## src/hdl/scr_pkg.sv

```systemverilog
package scr_pkg;

  // Register and result field widths
  localparam int FRAMES_W   = 5;
  localparam int SLOT_W     = 4;
  localparam int FAULT_W    = 32;
  localparam int OUT_DATA_W = 40;

  // Frame count after reset
  localparam logic [FRAMES_W-1:0] FRAMES_RST = 5'd16;

  // Cell operation codes
  localparam logic OP_SCAN  = 1'b0;
  localparam logic OP_SWEEP = 1'b1;

  // Broadcast command from the sequencer to every cell
  typedef struct packed {
    logic op;    // OP_SCAN or OP_SWEEP
    logic load;  // replace the token chain with a single token at load_idx
  } scr_cmd_t;

  // Status from the cell currently holding the token
  typedef struct packed {
    logic hit;   // scan: page matches this frame
    logic busy;  // sweep: frame valid with reference bit set
  } scr_stat_t;

endpackage

```

## src/hdl/scr_cell.sv

```systemverilog
module scr_cell #(
  parameter int INDEX     = 0,
  parameter int IW        = 4,
  parameter int PAGE_BITS = 16
) (
  input  logic                 clk,
  input  logic                 rst_n,
  input  scr_pkg::scr_cmd_t    cmd,
  input  logic [IW-1:0]        load_idx,
  input  logic [PAGE_BITS-1:0] page,
  input  logic                 tok_in,
  output logic                 tok_out,
  output scr_pkg::scr_stat_t   stat
);
  import scr_pkg::*;

  logic [PAGE_BITS-1:0] page_r;
  logic                 valid_r, valid_nxt;
  logic                 ref_r, ref_nxt;
  logic                 tok_r, tok_nxt;
  logic                 match;
  logic                 victim;

  // Frame lookup and token decisions
  assign match  = valid_r && (page_r == page);
  assign victim = tok_r && (cmd.op == OP_SWEEP) && !(valid_r && ref_r);

  assign stat.hit  = tok_r && (cmd.op == OP_SCAN) && match;
  assign stat.busy = tok_r && (cmd.op == OP_SWEEP) && valid_r && ref_r;

  // token moves on after a miss in scan or, in sweep, when a set reference bit is cleared
  assign tok_out = tok_r && ((cmd.op == OP_SCAN) ? !match : (valid_r && ref_r));

  always_comb begin
    tok_nxt   = cmd.load ? (load_idx == IW'(INDEX)) : tok_in;
    valid_nxt = valid_r;
    ref_nxt   = ref_r;
    if (stat.hit) begin
      ref_nxt = 1'b1;
    end
    if (stat.busy || victim) begin
      ref_nxt = 1'b0;
    end
    if (victim) begin
      valid_nxt = 1'b1;
    end
  end

  // Control state
  always_ff @(posedge clk) begin
    if (!rst_n) begin
      valid_r <= 1'b0;
      ref_r   <= 1'b0;
      tok_r   <= 1'b0;
    end else begin
      valid_r <= valid_nxt;
      ref_r   <= ref_nxt;
      tok_r   <= tok_nxt;
    end
  end

  // Page store, written only when this frame is replaced
  always_ff @(posedge clk) begin
    if (victim) begin
      page_r <= page;
    end
  end

endmodule

```

## src/hdl/second_chance_page_replacer_core.sv

```systemverilog
// Second-chance (clock) page replacer. Each request on in_* is one page
// reference; one result per request leaves on out_* with the hit flag, the
// frame now holding the page and the running fault count. The frames sit in a
// row of cells and a single token walks the row one frame per cycle: first
// from frame 0 upward looking for the page, then, on a miss, from the clock
// hand onward clearing reference bits until a victim frame is found. A new
// request is taken while a finished result still waits on out_*.
// cfg_data sets the frame count (0 acts as 1, above MAX_FRAMES acts as
// MAX_FRAMES); write it only while the block is idle.
module second_chance_page_replacer_core #(
  parameter int  MAX_FRAMES = 16,
  parameter int  PAGE_BITS  = 16,
  localparam int IN_W       = ((PAGE_BITS + 7) / 8) * 8
) (
  input  logic                              clk,
  input  logic                              rst_n,
  input  logic                              in_tvalid,
  output logic                              in_tready,
  input  logic [IN_W-1:0]                   in_tdata,   // [PAGE_BITS-1:0] page_number
  output logic                              out_tvalid,
  input  logic                              out_tready,
  output logic [scr_pkg::OUT_DATA_W-1:0]    out_tdata,  // [3:0] frame_slot, [35:4] fault_total
  output logic                              out_tuser,  // hit
  input  logic                              cfg_valid,
  output logic                              cfg_ready,
  input  logic [scr_pkg::FRAMES_W-1:0]      cfg_data
);
  import scr_pkg::*;

  localparam int IW    = (MAX_FRAMES > 1) ? $clog2(MAX_FRAMES) : 1;
  localparam int NW    = $clog2(MAX_FRAMES + 1);
  localparam int CW    = (NW > FRAMES_W) ? NW : FRAMES_W;
  localparam int RW    = OUT_DATA_W + 1;
  localparam int PAD_W = OUT_DATA_W - SLOT_W - FAULT_W;

  localparam logic [1:0] ST_IDLE  = 2'd0;
  localparam logic [1:0] ST_SCAN  = 2'd1;
  localparam logic [1:0] ST_SWEEP = 2'd2;

  logic [1:0]           state_r, state_nxt;
  logic [IW-1:0]        idx_r, idx_nxt;
  logic [IW-1:0]        nm1_r, nm1_nxt;
  logic [IW-1:0]        hand_r, hand_nxt;
  logic [FAULT_W-1:0]   faults_r, faults_nxt;
  logic [PAGE_BITS-1:0] page_r, page_nxt;
  logic [FRAMES_W-1:0]  cfg_r;

  logic [RW-1:0]        out_r, out_nxt;
  logic                 out_valid_r, out_valid_nxt;
  logic [RW-1:0]        pend_r, pend_nxt;
  logic                 pend_valid_r, pend_valid_nxt;

  scr_cmd_t             cmd;
  logic [IW-1:0]        load_idx;
  logic [IW-1:0]        start_hand;
  logic [CW-1:0]        cfg_w;
  logic [CW-1:0]        n_w;
  logic                 fin;
  logic [RW-1:0]        res;
  logic                 out_free;
  logic                 in_acc;

  scr_stat_t            stat [MAX_FRAMES];
  logic                 tok_link [MAX_FRAMES];
  logic [MAX_FRAMES-1:0] hit_vec;
  logic [MAX_FRAMES-1:0] busy_vec;
  logic                 any_hit;
  logic                 any_busy;

  // Row of frame cells, token handed from each cell to the next
  for (genvar g = 0; g < MAX_FRAMES; g++) begin : g_cell
    logic tin;
    if (g == 0) begin : g_first
      assign tin = 1'b0;
    end else begin : g_rest
      assign tin = tok_link[g-1];
    end
    scr_cell #(
      .INDEX     (g),
      .IW        (IW),
      .PAGE_BITS (PAGE_BITS)
    ) u_cell (
      .clk      (clk),
      .rst_n    (rst_n),
      .cmd      (cmd),
      .load_idx (load_idx),
      .page     (page_r),
      .tok_in   (tin),
      .tok_out  (tok_link[g]),
      .stat     (stat[g])
    );
    assign hit_vec[g]  = stat[g].hit;
    assign busy_vec[g] = stat[g].busy;
  end

  // only the token holder reports, so these are one-hot ORs
  assign any_hit  = |hit_vec;
  assign any_busy = |busy_vec;

  assign in_tready = (state_r == ST_IDLE) && !pend_valid_r;
  assign in_acc    = in_tvalid && in_tready;
  assign cfg_ready = 1'b1;
  assign out_free  = !out_valid_r || out_tready;

  // Active frame count, clamped to 1..MAX_FRAMES
  always_comb begin
    cfg_w = CW'(cfg_r);
    if (cfg_w == '0) begin
      n_w = CW'(1);
    end else if (cfg_w > CW'(MAX_FRAMES)) begin
      n_w = CW'(MAX_FRAMES);
    end else begin
      n_w = cfg_w;
    end
  end

  // hand wraps to frame 0 if the frame count shrank below it
  assign start_hand = (hand_r > nm1_r) ? '0 : hand_r;

  // Sequencer
  always_comb begin
    state_nxt  = state_r;
    idx_nxt    = idx_r;
    nm1_nxt    = nm1_r;
    hand_nxt   = hand_r;
    faults_nxt = faults_r;
    page_nxt   = page_r;
    cmd.op     = (state_r == ST_SWEEP) ? OP_SWEEP : OP_SCAN;
    cmd.load   = 1'b0;
    load_idx   = '0;
    fin        = 1'b0;
    res        = '0;
    unique case (state_r)
      ST_IDLE: begin
        if (in_acc) begin
          page_nxt  = in_tdata[PAGE_BITS-1:0];
          nm1_nxt   = IW'(n_w - CW'(1));
          cmd.load  = 1'b1;
          idx_nxt   = '0;
          state_nxt = ST_SCAN;
        end
      end
      ST_SCAN: begin
        if (any_hit) begin
          fin       = 1'b1;
          res       = {1'b1, {PAD_W{1'b0}}, faults_r, SLOT_W'(idx_r)};
          state_nxt = ST_IDLE;
        end else if (idx_r == nm1_r) begin
          // miss: restart the token at the clock hand
          cmd.load  = 1'b1;
          load_idx  = start_hand;
          idx_nxt   = start_hand;
          state_nxt = ST_SWEEP;
        end else begin
          idx_nxt = idx_r + IW'(1);
        end
      end
      ST_SWEEP: begin
        if (any_busy) begin
          if (idx_r == nm1_r) begin
            cmd.load = 1'b1;
            idx_nxt  = '0;
          end else begin
            idx_nxt = idx_r + IW'(1);
          end
        end else begin
          // victim found; the cell loads the page this cycle
          fin        = 1'b1;
          faults_nxt = faults_r + FAULT_W'(1);
          hand_nxt   = (idx_r == nm1_r) ? '0 : idx_r + IW'(1);
          res        = {1'b0, {PAD_W{1'b0}}, faults_nxt, SLOT_W'(idx_r)};
          state_nxt  = ST_IDLE;
        end
      end
      default: begin
        state_nxt = ST_IDLE;
      end
    endcase
  end

  // Output register with one pending slot behind it
  always_comb begin
    out_nxt        = out_r;
    out_valid_nxt  = out_valid_r;
    pend_nxt       = pend_r;
    pend_valid_nxt = pend_valid_r;
    if (fin) begin
      if (out_free) begin
        out_nxt       = res;
        out_valid_nxt = 1'b1;
      end else begin
        pend_nxt       = res;
        pend_valid_nxt = 1'b1;
      end
    end else if (pend_valid_r && out_free) begin
      out_nxt        = pend_r;
      out_valid_nxt  = 1'b1;
      pend_valid_nxt = 1'b0;
    end else if (out_tready) begin
      out_valid_nxt = 1'b0;
    end
  end

  assign out_tvalid = out_valid_r;
  assign out_tuser  = out_r[RW-1];
  assign out_tdata  = out_r[OUT_DATA_W-1:0];

  // Control registers
  always_ff @(posedge clk) begin
    if (!rst_n) begin
      state_r      <= ST_IDLE;
      idx_r        <= '0;
      nm1_r        <= '0;
      hand_r       <= '0;
      faults_r     <= '0;
      cfg_r        <= FRAMES_RST;
      out_valid_r  <= 1'b0;
      pend_valid_r <= 1'b0;
    end else begin
      state_r      <= state_nxt;
      idx_r        <= idx_nxt;
      nm1_r        <= nm1_nxt;
      hand_r       <= hand_nxt;
      faults_r     <= faults_nxt;
      out_valid_r  <= out_valid_nxt;
      pend_valid_r <= pend_valid_nxt;
      if (cfg_valid && cfg_ready) begin
        cfg_r <= cfg_data;
      end
    end
  end

  // Payload registers
  always_ff @(posedge clk) begin
    page_r <= page_nxt;
    out_r  <= out_nxt;
    pend_r <= pend_nxt;
  end

endmodule
```

## config.mk

```make
export PLATFORM = sky130hd
export DESIGN_NAME = second_chance_page_replacer_core
export DESIGN_NICKNAME = d
export VERILOG_FILES = /design/src/hdl/scr_pkg.sv /design/src/hdl/scr_cell.sv /design/src/hdl/second_chance_page_replacer_core.sv
export SDC_FILE = /design/constraint.sdc
export NUM_CORES = 1
export LEC_CHECK = 0
export BUFFER_PORTS_ARGS = -buffer_cell sky130_fd_sc_hd__buf_2
export CAP_MARGIN = 20
export CORE_ASPECT_RATIO = 0.9
export CORE_MARGIN = 4
export CORE_UTILIZATION = 50
export DETAILED_ROUTE_END_ITERATION = 7
export PLACE_DENSITY_LB_ADDON = 0.08
export SYNTH_ARGS = -nofsm -noshare
export SYNTH_HDL_FRONTEND = slang
export SYNTH_SLANG_ARGS = --single-unit
```

## constraint.sdc

```tcl
create_clock -name clk -period 5 [get_ports clk]
set_input_delay 0 -clock clk [delete_from_list [all_inputs] [get_ports clk]]
set_output_delay 0 -clock clk [all_outputs]
set_load 0.05 [all_outputs]
```

# Word-level counts from Yosys, hierarchy flattened
# Cells that the tools add are included.
dict set report totals {
  input_bits 26
  regBits 455
  elab_cells 423
  output_inout_bits 44
}
dict set report classes {
  muxes 69
  order_cmp 2
  reduce_logical 229
  bitwise_logic 4
  eq_ne 41
  addsub 3
}
# operator n
set op_table {}
lappend op_table {{$eq A16 B16 Y1} 16}
lappend op_table {{$mux W41} 4}
lappend op_table {{$logic_and A1 B1 Y1} 146}
lappend op_table {{$pmux W41 S2} 1}
lappend op_table {{$mux W1} 44}
lappend op_table {{$mux W4} 11}
lappend op_table {{$mux W36} 1}
lappend op_table {{$logic_not A1 Y1} 33}
lappend op_table {{$add A32 B1 Y32 const B} 1}
lappend op_table {{$eq A4 B4 Y1 const B} 8}
lappend op_table {{$reduce_or A16 Y1} 2}
lappend op_table {{$reduce_or A2 Y1} 16}
lappend op_table {{$logic_or A1 B1 Y1} 17}
lappend op_table {{$eq A4 B3 Y1 const B} 4}
lappend op_table {{$reduce_and A2 Y1} 7}
lappend op_table {{$pmux W4 S3} 1}
lappend op_table {{$ne A2 B2 Y1 const B} 5}
lappend op_table {{$eq A4 B2 Y1 const B} 2}
lappend op_table {{$mux W2} 4}
lappend op_table {{$pmux W2 S3} 1}
lappend op_table {{$reduce_bool A3 Y1} 2}
lappend op_table {{$gt A5 B5 Y1 const B} 1}
lappend op_table {{$logic_not A5 Y1} 1}
lappend op_table {{$add A4 B1 Y4 const B} 1}
lappend op_table {{other kinds (16)} 19}

# Longest topological paths before layout
# Gate-level depths: netlist of run 1.
dict set report depth {
  ltp_word 10
  mapped_depth 12
}

# By module
# From an unflattened synthesis of run 1, not the netlist that was laid out.
dict set report hier_totals {
  hier_cells 1656
  area_unflattened_um2 20131.8
}
# mod cells_per_inst area_per_inst_um2 n_inst
set by_module_without_submodules {}
lappend by_module_without_submodules {second_chance_page_replacer_core 692 7034.2 1}
lappend by_module_without_submodules {{scr_cell (g_cell[10].u_cell ...)} 60 819.5 8}
lappend by_module_without_submodules {{scr_cell (g_cell[1].u_cell ...)} 60 818.3 4}
lappend by_module_without_submodules {{scr_cell (g_cell[12].u_cell ...)} 61 817.0 2}
lappend by_module_without_submodules {{scr_cell (g_cell[15].u_cell)} 62 818.3 1}
lappend by_module_without_submodules {{scr_cell (g_cell[0].u_cell)} 60 815.8 1}

# Least setup slack after synthesis of run 1
# Ideal clock, no wire load.
dict set report synth_path {
  kind {register to register}
  from {register page_r[10]}
  to {register out_r[0], enable pin}
  required_time_ps 4569
  t_arrival_ps 3997
  setup_slack_ps 571
  stages_incl_launch_ff 11
  period_less_slack_ps 4429
  cell_sequence {edfxtp_1 buf_2 buf_2 xnor2_1 nand4_1 nor4_1 nand3_1 and4_1 a31oi_2 nor3_1 nor2_1}
}
dict set report synth_between {
  elab_chain_len 8
}
# element line_no
set synth_rtl {}
lappend synth_rtl {{from (decl)} second_chance_page_replacer_core.sv:45} ;# logic [PAGE_BITS-1:0] page_r, page_nxt;
lappend synth_rtl {{from (signal assigned)} second_chance_page_replacer_core.sv:235} ;# page_r <= page_nxt;
lappend synth_rtl {{$eq A16 B16 Y1} scr_cell.sv:25} ;# assign match = valid_r && (page_r == page);
lappend synth_rtl {{$logic_and A1 B1 Y1} scr_cell.sv:25}
lappend synth_rtl {{$logic_and A1 B1 Y1} scr_cell.sv:28} ;# assign stat.hit = tok_r && (cmd.op == OP_SCAN) && match;
lappend synth_rtl {{$reduce_or A16 Y1 (*)} second_chance_page_replacer_core.sv:97} ;# assign any_hit = |hit_vec;
lappend synth_rtl {{$mux W1 (*)} second_chance_page_replacer_core.sv:144} ;# if (any_hit) begin
lappend synth_rtl {{$pmux W1 S2 (*)} second_chance_page_replacer_core.sv:133} ;# unique case (state_r)
lappend synth_rtl {{$ne A2 B1 Y1 (no source line) / $reduce_bool A2 Y1 (equally long branches)} -}
lappend synth_rtl {{$reduce_and A2 Y1 (no source line) (*)} -}
lappend synth_rtl {{to (signal assigned)} second_chance_page_replacer_core.sv:236} ;# out_r <= out_nxt;
lappend synth_rtl {{to (decl)} second_chance_page_replacer_core.sv:48} ;# logic [RW-1:0] out_r, out_nxt;
# Every way passes the cells marked *; elsewhere a longest branch is shown, timed or not.
# A chain may end at the register's enable or synchronous reset.

# Worst setup path in the final report of run 1
dict set report layout_path {
  from {register page_r[15]}
  to {register out_r[13], enable pin}
}
# The elaborated chain is that of the path after synthesis.

==> impl_results.md, run 1 <==
- Crit Path Category: flip-flop to flip-flop
- Grt total ovfl: 0
- Crit. End Element: flip-flop
- DRT iter0 DRCs: 1175
- Setup_tns: 0 ps
- Main flop type after synthesis: edfxtp_1
- Synth warn: 0
- Setup Skew: 16.6 ps
- Outcome: complete, no violations
- Post-synth EDFFs: 346
- Asr flop ratio synth: 0%
- Share of cells above drive strength 1: 13.3%
- Clock root cell: clkbuf_16
- Synthesized flop and latch total: between 400 and 500
- Cells after synthesis: approximately 1.7k
- Vias in the first global route: 12.9k
- Postcts setup bufs: 0
- Gr usage total: 23.2%
- Clk buf depth: 3
- Final Max Slew Viols: 0
- Routed len/inst: 21.7 um
- Post-synthesis sequential area ratio: a little over 60%
- Vias post-DR: 13.4k
- Crit Path Max Fanout: 22
- Vias per cell: ~5.7
- PwrDens: 398 mW/mm^2
- Die Footprint: ~0.044 mm^2
- Io pins: 70
- Slew headroom: 38.6%
- Tmin final: 3910 ps
- Site row count: 69
- Dpl hpwl: between 30 and 40 mm
- TritonCTS Sinks: around 450
- Post-CTS Resized: 0
- RSZ-0062 raised after global routing: no
- Port Buffers: 64
- First-pass GRT wire length: approximately 77 mm
- Die Width: ~220 um
- Max-Cap Viols: 0
- P&R area growth vs syn: 14.6%
- DIE HEIGHT: roughly 200 um
- Start of the worst register-to-register path: page_r[15]$_DFFE_PP_
- Core Area: 0.0398 mm^2
- Final Hold Vio Count: 0
- Peak supply drop: around 300 uV
- Worst skew pair latency: 580 ps
- Total placed cells including tap cells: between 2k and 2.5k
- Fin crit share: 78.1%
- Largest cells by area after synthesis: edfxtp_1 51%, dfxtp_1 10%, xnor2_1 9.2%
- Pin count of the biggest net entering global routing: 76
- Lkg Pwr: around 7.9 nW
- Synth top area share: 51.2%
- Diodes inserted: 0
- Syn avg cell area: 12.3 um^2
- Hold path start: in_tdata[8]
- CP required: about 5300 ps
- Starting Density: approximately half
- Final Wtd Congestion: 0.836
- Routed WL: 50.9 mm
- Antenna violations before repair: 0
- CTS tree: built
- Top cell type by total area after synthesis: edfxtp_1
- Final setup violation count: 0
- Area after DPL: 0.0214 mm^2
- Design Area, Final: about 0.023 mm^2
- Count of cell types in the netlist: 76
- DRC Markers: 0
- Least-Margin Pin Slew: 921 ps
- Cell area after synthesis: between 0.02 and 0.025 mm^2
- Worst-path clk slew: 60 ps
- Drt first pass iters: 5
- Finished Layout Cells: 2341
- CP arrival: 4190 ps
- Most common cell after layout, fill and taps aside: edfxtp_1
- Total design power: 0.00926 W
- NumNets Final: 1808
- Achievable Freq: 0.256 GHz
- Inserted Clock Buffers: 46
- Most frequent cells in the layout: 346 x edfxtp_1, 213 x xnor2_1, 135 x nand2_1, 101 x dfxtp_1, 99 x nor2_1
- H-tree depth: 2
- Routed Antenna Nets: 0
- Fill count: 3213
- Crit path launch: page_r[15]$_DFFE_PP_
- Crit start category: flip-flop
- Min-delay worst type: input pin to flip-flop
==> registers in the layout, summed over array words and instances, names as in the netlist <==
name	flops
g_cell.u_cell.page_r	256
out_r	37
pend_r	37
faults_r	32
g_cell.u_cell.ref_r	16
g_cell.u_cell.tok_r	16
g_cell.u_cell.valid_r	16
page_r	16
cfg_r	5
hand_r	4
idx_r	4
nm1_r	4
state_r	2
out_tvalid	1
pend_valid_r	1
==> through the flow <==
stage                     utilization [%]  worst slack (ps)  hold slack [ps]
after CTS                            58.3               755              102
final                                58.4              1090              134
after detailed placement             53.7               747              178
after floorplan                         -               571             98.9
after global routing                 58.4               850              126
after global placement               53.7               902              179
==> per-layer routing <==
layer  GRT usage (%)  part of all wire, %
met2            34.6                   44
met3            3.85                  6.7
met4            7.60                  2.8
met5               0                    0
met1            34.9                   47
==> kinds of logic (layout without fill, tap and decap cells) <==
logic type	Yosys count	count (layout)	share of synthesized area [%]
buffers and inverters	106	262	2.54
other	2	5	0.0370
xor gates and xnor gates	288	288	12.4
muxes	18	18	0.919
and+or+nand+nor	561	561	14.3
DFF	447	447	61.2
AOI/OAI and AO/OA	217	217	7.94
adders and majority gates	11	11	0.679
==> synthesized netlist by cell type (all sizes together), types with 3 or more instances <==
| cell | number |
|---|---|
| a211oi | 3 |
| a21o | 34 |
| a21oi | 59 |
| a31oi | 5 |
| a32oi | 3 |
| and2 | 13 |
| and3 | 25 |
| and4 | 7 |
| buf | 50 |
| clkbuf | 32 |
| dfxtp | 101 |
| edfxtp | 346 |
| ha | 11 |
| inv | 23 |
| mux2 | 5 |
| mux2i | 13 |
| nand2 | 135 |
| nand2b | 20 |
| nand3 | 60 |
| nand4 | 77 |
| nand4b | 6 |
| nor2 | 101 |
| nor2b | 11 |
| nor3 | 39 |
| nor3b | 4 |
| nor4 | 32 |
| o2111ai | 4 |
| o211a | 7 |
| o211ai | 4 |
| o21a | 5 |
| o21ai | 28 |
| o21bai | 3 |
| o221a | 27 |
| o22ai | 12 |
| or3 | 6 |
| or4 | 14 |
| xnor2 | 213 |
| xor2 | 75 |
==> area by class of cell <==
type                    instances  area [um^2]  area share [%]
flip-flops and latches        447        12400            53.4
multi-input cells            1100         7390            31.8
clock buffers                  69         1390            5.98
repair buffers                152         1150            4.95
well taps                     532          666            2.86
clock inverters                17          151           0.651
inverters                      24         90.1           0.388
==> path summary, 6_finish.rpt <==
| path | end | slack (ps) | depth (start not counted) |
|---|---|---|---|
| max | out_r[13]$_DFFE_PP_ | 1090 | 10 |
| min | page_r[8]$_DFFE_PP_ | 130 | 2 |
| max reg2reg | out_r[13]$_DFFE_PP_ | 1090 | 10 |
| min reg2reg | g_cell[11].u_cell.ref_r$_SDFFE_PP0P_ | 480 | 2 |
==> report_power, final <==
part           internal, W  switching [W]  leakage, nW
logic             0.000514        0.00103         3.10
registers          0.00416      0.0000983         3.99
clock network      0.00203        0.00143        0.763
total              0.00671        0.00256         7.85
==> critical path: stages (launching register included) <==
cell	delay, ps
edfxtp_1	790
buf_4	350
xnor2_1	160
nand4_1	110
or4_1	530
o22ai_1	250
o41ai_2	160
a31oi_2	390
nor3_1	140
nor2_4	450
buf_16	240
==> what timing repair did <==
| action | CTS | global route |
|---|---|---|
| hold endpoints to repair | 32 | 0 |
| hold buffers | 30 | 0 |
| endpoints found under the setup margin | 0 | 0 |
Power figures use the tool's default switching activity.
==> inputs of run 2 (changes only) <==
==> constraint.sdc (replaced) <==
create_clock -name clk -period 3.4 [get_ports clk]
set_input_delay 0 -clock clk [delete_from_list [all_inputs] [get_ports clk]]
set_output_delay 0 -clock clk [all_outputs]
set_load 0.05 [all_outputs]
==> impl_results.md, run 2 (synthesis gave the netlist of run 1 again) <==
- Max incr delay on CP: 500 ps (was 790 ps)
- PwrDens: 585 mW/mm^2 (was 398 mW/mm^2)
- CTS tree: built (unchanged)
- Grt total ovfl: 0 (unchanged)
- Setup_tns: 0 ps (unchanged)
- Min-delay worst type: input pin to flip-flop (unchanged)
- Dpl ws: 16.6 ps (was 747 ps)
- Largest registers: g_cell.u_cell.page_r (256), out_r (37), pend_r (37) (unchanged)
- Final Wtd Congestion: 0.894 (was 0.836)
- Gr busiest metal: met1 (unchanged)
- Crit-path slowest cell: or4_1 (was edfxtp_1)
- Vias in the first global route: 13.2k (was 12.9k)
- Pin count of the biggest net entering global routing: 51 (was 76)
- DIE HEIGHT: 199 um (unchanged)
- Share of cells above drive strength 1: 15.6% (was 13.3%)
- Outcome: complete, no violations (unchanged)
- Io pins: 70 (unchanged)
- Crit start category: flip-flop (unchanged)
- NumNets Final: 1849 (was 1808)
- Port Buffers: 64 (unchanged)
- Final Max Slew Viols: 0 (unchanged)
- Clock root cell: clkbuf_16 (unchanged)
- Clk buf depth: 3 (unchanged)
- TritonCTS Sinks: 447 (unchanged)
- Routed Antenna Nets: 0 (unchanged)
- Crit-path cells: buf_12 > xor2_1 > or4_1 > nor4_2 > a32o_1 > o41ai_4 > a31oi_4 > o21ai_1 > clkinvlp_4 > buf_12 (was buf_4 > xnor2_1 > nand4_1 > or4_1 > o22ai_1 > o41ai_2 > a31oi_2 > nor3_1 > nor2_4 > buf_16)
- RSZ-0062 raised after global routing: no (unchanged)
- Worst skew pair latency: 590 ps (was 580 ps)
- Max FFs per register: 256 (unchanged)
- Worst-path clk slew: 60 ps (about the same)
- Final Hold Vio Count: 0 (unchanged)
- Routed WL: 51.5 mm (was 50.9 mm)
- Antenna violations before repair: 0 (unchanged)
- Setup Skew: 26.7 ps (was 16.6 ps)
- P&R area growth vs syn: 17.1% (was 14.6%)
- Tmin final: 3280 ps (was 3910 ps)
- Inserted Clock Buffers: 47 (was 46)
- Met1 Use GR: 37.1% (was 34.9%)
- Slew headroom: 51.9% (was 38.6%)
- CP required: 3690 ps (was 5280 ps)
- Fin crit share: 96.5% (was 78.1%)
- Gr usage total: 23.6% (was 23.2%)
- Core Area: 0.0398 mm^2 (unchanged)
- Dpl hpwl: 34.6 mm (was 33.6 mm)
- Drt first pass iters: 5 (unchanged)
- DRT iter0 DRCs: 1216 (was 1175)
- H-tree depth: 2 (unchanged)
- Met3 Use GR: 3.88% (was 3.85%)
- Peak supply drop: 537 uV (was 300 uV)
- Achievable Freq: 0.305 GHz (was 0.256 GHz)
- Most common cell after layout, fill and taps aside: edfxtp_1 (unchanged)
- Site row count: 69 (unchanged)
- Crit. End Element: flip-flop (unchanged)
- Most frequent cells in the layout: 346 x edfxtp_1, 213 x xnor2_1, 135 x nand2_1, 101 x dfxtp_1, 99 x nor2_1 (unchanged)
- Starting Density: 51.0% (unchanged)
- Least-Margin Pin Slew: 715 ps (was 921 ps)
- Crit Path Category: flip-flop to flip-flop (unchanged)
- Setup ws final: 120 ps (was 1090 ps)
- DRC Markers: 0 (unchanged)
- Max-Cap Viols: 0 (unchanged)
- Vias per cell: 5.77 (was 5.73)
- Diodes inserted: 0 (unchanged)
- Vias post-DR: 13.7k (was 13.4k)
- Most frequent CP cell: buf_12
- Final setup violation count: 0 (unchanged)
- Largest register by flop count: g_cell.u_cell.page_r (unchanged)
- Lkg Pwr: 8.08 nW (was 7.85 nW)
- CP arrival: 3570 ps (was 4190 ps)
- Crit Path Max Fanout: 32 (was 22)
- First-pass GRT wire length: 79.5 mm (was 77.1 mm)
- Die Width: 220 um (unchanged)
- Routed len/inst: 21.6 um (was 21.7 um)
- Met2 Use GR: 34.7% (was 34.6%)
- Die Footprint: 0.0439 mm^2 (unchanged)
-- run 2: cell types whose count changed in the layout (fill, tap and decap cells not counted), sizes merged --
cell | before | now
buf | 122 | 162
clkinvlp | 0 | 7
clkbuf | 69 | 64
bufinv | 2 | 4
clkinv | 16 | 14
-- run 2: layer usage --
| layer | up-vias | share of wire [%] |
|---|---|---|
| li1 | 6405 | - |
| met4 | 0 | 1.8 |
| met3 | 66 | 6.6 |
| met1 | 6837 | 48 |
| met2 | 437 | 43 |
| met5 | - | 0 |
-- run 2: path summary, 6_finish.rpt --
path | start | to | slack [ps] | depth (start not counted)
setup / recovery | page_r[12]$_DFFE_PP_ | pend_r[19]$_DFFE_PP_ | 120 | 10
hold / removal | in_tdata[8] | page_r[8]$_DFFE_PP_ | 130 | 2
hold reg to reg | g_cell[3].u_cell.ref_r$_SDFFE_PP0P_ | g_cell[3].u_cell.ref_r$_SDFFE_PP0P_ | 460 | 2
setup reg to reg | page_r[12]$_DFFE_PP_ | pend_r[19]$_DFFE_PP_ | 120 | 10
-- run 2: through the flow --
stage	total power, W	util, %	cell area, um^2	hold WS [ps]	instances
floorplan	0.00788	-	20300	98.9	1653
global placement	0.00874	54.9	21800	179	2265
detailed placement	0.00876	54.9	21800	178	2265
CTS	0.0140	59.6	23700	88.3	2383
global route	0.0144	59.7	23800	125	2383
finish	0.0139	59.7	23800	126	2383
-- run 2: cell type report --
| class | instances | area [um^2] |
|---|---|---|
| clock inverter | 24 | 248 |
| inverter | 24 | 93.8 |
| timing repair buffer | 192 | 1570 |
| clock buffer | 64 | 1320 |
| fill | 3243 | 16000 |
| multi-input combinational | 1100 | 7450 |
| tap | 532 | 666 |
| sequential | 447 | 12400 |
-- run 2: critical path, delay by kind of cell, from the launching register on --
kind / cells / cell delay, ps
XOR/XNOR: 1 / 190
flip-flops: 1 / 420
AND/OR/NAND/NOR: 2 / 900
AO/OA/AOI/OAI: 4 / 860
buffers and inverters: 3 / 560
-- run 2: report_power, final --
part	switching, W	total (W)	leakage (nW)	internal [W]
Clock	0.00216	0.00520	0.750	0.00304
Sequential	0.0000870	0.00620	3.99	0.00612
Combinational	0.00162	0.00249	3.34	0.000874
-- run 2: what timing repair did --
item,4_1_cts,5_1_grt
gates cloned,0,0
setup endpoints to repair,1,81
pin swaps,0,1
gates resized for setup,2,4
buffers inserted,0,0
hold buffers,30,0
endpoints found under the hold margin,36,0
==> inputs of run 3 (changes only) <==
--- a/config.mk
+++ b/config.mk
@@ -9,7 +9,7 @@
 export CAP_MARGIN = 20
 export CORE_ASPECT_RATIO = 0.9
 export CORE_MARGIN = 4
-export CORE_UTILIZATION = 50
+export CORE_UTILIZATION = 35
 export DETAILED_ROUTE_END_ITERATION = 7
 export PLACE_DENSITY_LB_ADDON = 0.08
 export SYNTH_ARGS = -nofsm -noshare
==> impl_results.md, run 3 (synthesis gave the netlist of run 1 again) <==
- Largest registers: g_cell.u_cell.page_r (256), out_r (37), pend_r (37) (unchanged)
- Final Wtd Congestion: 0.829 (was 0.894)
- Worst-path clk slew: 60 ps (about the same)
- TritonCTS Sinks: 447 (unchanged)
- NumNets Final: 1884 (was 1849)
- CP required: 3690 ps (about the same)
- Final Hold Vio Count: 0 (unchanged)
- Final core occ: 43.1% (was 59.7%)
- Min-delay worst type: input pin to flip-flop (unchanged)
- Vias in the first global route: 13.2k (about the same)
- Pin count of the biggest net entering global routing: 51 (unchanged)
- Gr busiest metal: met2 (was met1)
- Clock root cell: clkbuf_16 (unchanged)
- Max FFs per register: 256 (unchanged)
- Most frequent cells in the layout: 346 x edfxtp_1, 211 x xnor2_1, 135 x nand2_1, 101 x dfxtp_1, 100 x buf_4 (was 346 x edfxtp_1, 213 x xnor2_1, 135 x nand2_1, 101 x dfxtp_1, 99 x nor2_1)
- Routed Antenna Nets: 0 (unchanged)
- Vias post-DR: 13.6k (was 13.7k)
- Share of cells above drive strength 1: 17.8% (was 15.6%)
- Die Width: 262 um (was 220 um)
- Gr usage total: 18.1% (was 23.6%)
- Starting Density: 35.4% (was 51.0%)
- CP arrival: 3570 ps (about the same)
- Antenna violations before repair: 0 (unchanged)
- Least-Margin Pin Slew: 581 ps (was 715 ps)
- R2R Setup Slk: 120 ps (about the same)
- Lkg Pwr: 8.40 nW (was 8.08 nW)
- Tmin final: 3280 ps (about the same)
- Setup Skew: 27.4 ps (was 26.7 ps)
- First-pass GRT wire length: 85.2 mm (was 79.5 mm)
- Slew headroom: 61.0% (was 51.9%)
- DRC Markers: 0 (unchanged)
- Die Footprint: 0.0619 mm^2 (was 0.0439 mm^2)
- Multi-input gate area: 0.00754 mm^2 (was 0.00745 mm^2)
- Peak supply drop: 503 uV (was 537 uV)
- Crit Path Max Fanout: 17 (was 32)
- Routed len/inst: 21.3 um (was 21.6 um)
- R2r worst-path depth: 11 (was 10)
- Fill count: 5272 (was 3243)
- Inserted Clock Buffers: 50 (was 47)
- Register Area: 0.0124 mm^2 (unchanged)
- Met3 Use GR: 2.78% (was 3.88%)
- Crit start category: flip-flop (unchanged)
- Met1 Use GR: 27.4% (was 37.1%)
- Max-Cap Viols: 0 (unchanged)
- Clk buf depth: 3 (unchanged)
- Crit. End Element: flip-flop (unchanged)
- Largest register by flop count: g_cell.u_cell.page_r (unchanged)
- Core Area: 0.0572 mm^2 (was 0.0398 mm^2)
- H-tree depth: 2 (unchanged)
- Port Buffers: 64 (unchanged)
- Total placed cells including tap cells: 2522 (was 2265)
- Grt total ovfl: 0 (unchanged)
- Crit Path Category: flip-flop to flip-flop (unchanged)
- Drt first pass iters: 5 (unchanged)
- Finished Layout Cells: 2652 (was 2383)
- Outcome: complete, no violations (unchanged)
- Worst skew pair latency: 590 ps (about the same)
- Most common cell after layout, fill and taps aside: edfxtp_1 (unchanged)
- DIE HEIGHT: 236 um (was 199 um)
- Min-Delay Path Depth: 2 (unchanged)
- Achievable Freq: 0.305 GHz (about the same)
- Final setup violation count: 0 (unchanged)
- Io pins: 70 (unchanged)
- P&R area growth vs syn: 21.5% (was 17.1%)
- Vias per cell: 5.12 (was 5.77)
- Fin crit share: 96.5% (about the same)
- DRT iter0 DRCs: 959 (was 1216)
- Met2 Use GR: 27.4% (was 34.7%)
- Final Max Slew Viols: 0 (unchanged)
- Routed WL: 56.6 mm (was 51.5 mm)
- PwrDens: 585 mW/mm^2 (about the same)
- Dpl hpwl: 39.0 mm (was 34.6 mm)
- Diodes inserted: 0 (unchanged)
- Site row count: 83 (was 69)
- CTS tree: built (unchanged)
- Final hold slack: 113 ps (was 126 ps)
## run 3: cell types whose count changed in the layout (fill, tap and decap cells not counted), sizes merged
cell / change
bufinv: +3
clkinv: +9
clkbuf: -2
clkinvlp: -5
buf: +31
## run 3: routing by layer
metal / part of all wire, % / wire [um]
met1: 50 / 28100
met2: 44 / 24800
met3: 4.6 / 2620
met4: 1.8 / 1040
met5: 0 / 0
## run 3: path summary, 6_finish.rpt
check / start / end
max: page_r[7]$_DFFE_PP_ / out_r[22]$_DFFE_PP_
min: in_tdata[6] / page_r[6]$_DFFE_PP_
max reg2reg: page_r[7]$_DFFE_PP_ / out_r[22]$_DFFE_PP_
min reg2reg: g_cell[3].u_cell.ref_r$_SDFFE_PP0P_ / g_cell[3].u_cell.ref_r$_SDFFE_PP0P_
## run 3: layout make-up
type	count	area share (%)
clock buffer	61	5.42
multi-input combinational	1100	30.6
timing repair buffer	224	7.93
sequential	447	50.4
clock inverter	31	1.43
inverter	24	0.381
tap	765	3.88
## run 3: critical path, cell delays in order, from the launching register on
cell,delay [ps]
edfxtp_1,430
buf_12,190
xor2_1,180
or4_1,570
nor4_4,330
a32o_1,220
o41ai_4,90
buf_4,180
a31oi_4,280
nor3_2,90
nor2_4,190
buf_12,190
## run 3: through the flow
step | cell area, um^2 | total power (W) | setup TNS (ps) | worst slack [ps]
5_1_grt | 24600 | 0.0150 | -9.13 | -3.82
4_1_cts | 24400 | 0.0146 | -17.9 | -12.7
3_3_place_gp | 22400 | 0.00891 | -7150 | -149
3_5_place_dp | 22400 | 0.00891 | -7180 | -202
6_report | 24600 | 0.0144 | 0 | 121
2_1_floorplan | 20300 | 0.00788 | 0 | 13.3
## run 3: repair_timing
item                       in CTS  in global routing
hold endpoints to repair       32                  0
gates cloned                    0                  1
buffers inserted                0                  7
hold buffers                   30                  0
resized for setup               1                 24
setup endpoints to repair      74                119
pin swaps                       0                 10
## run 3: power breakdown
group	switching [W]	internal, W
combinational	0.00167	0.000979
sequential	0.0000925	0.00612
clock	0.00223	0.00333
total	0.00399	0.0104
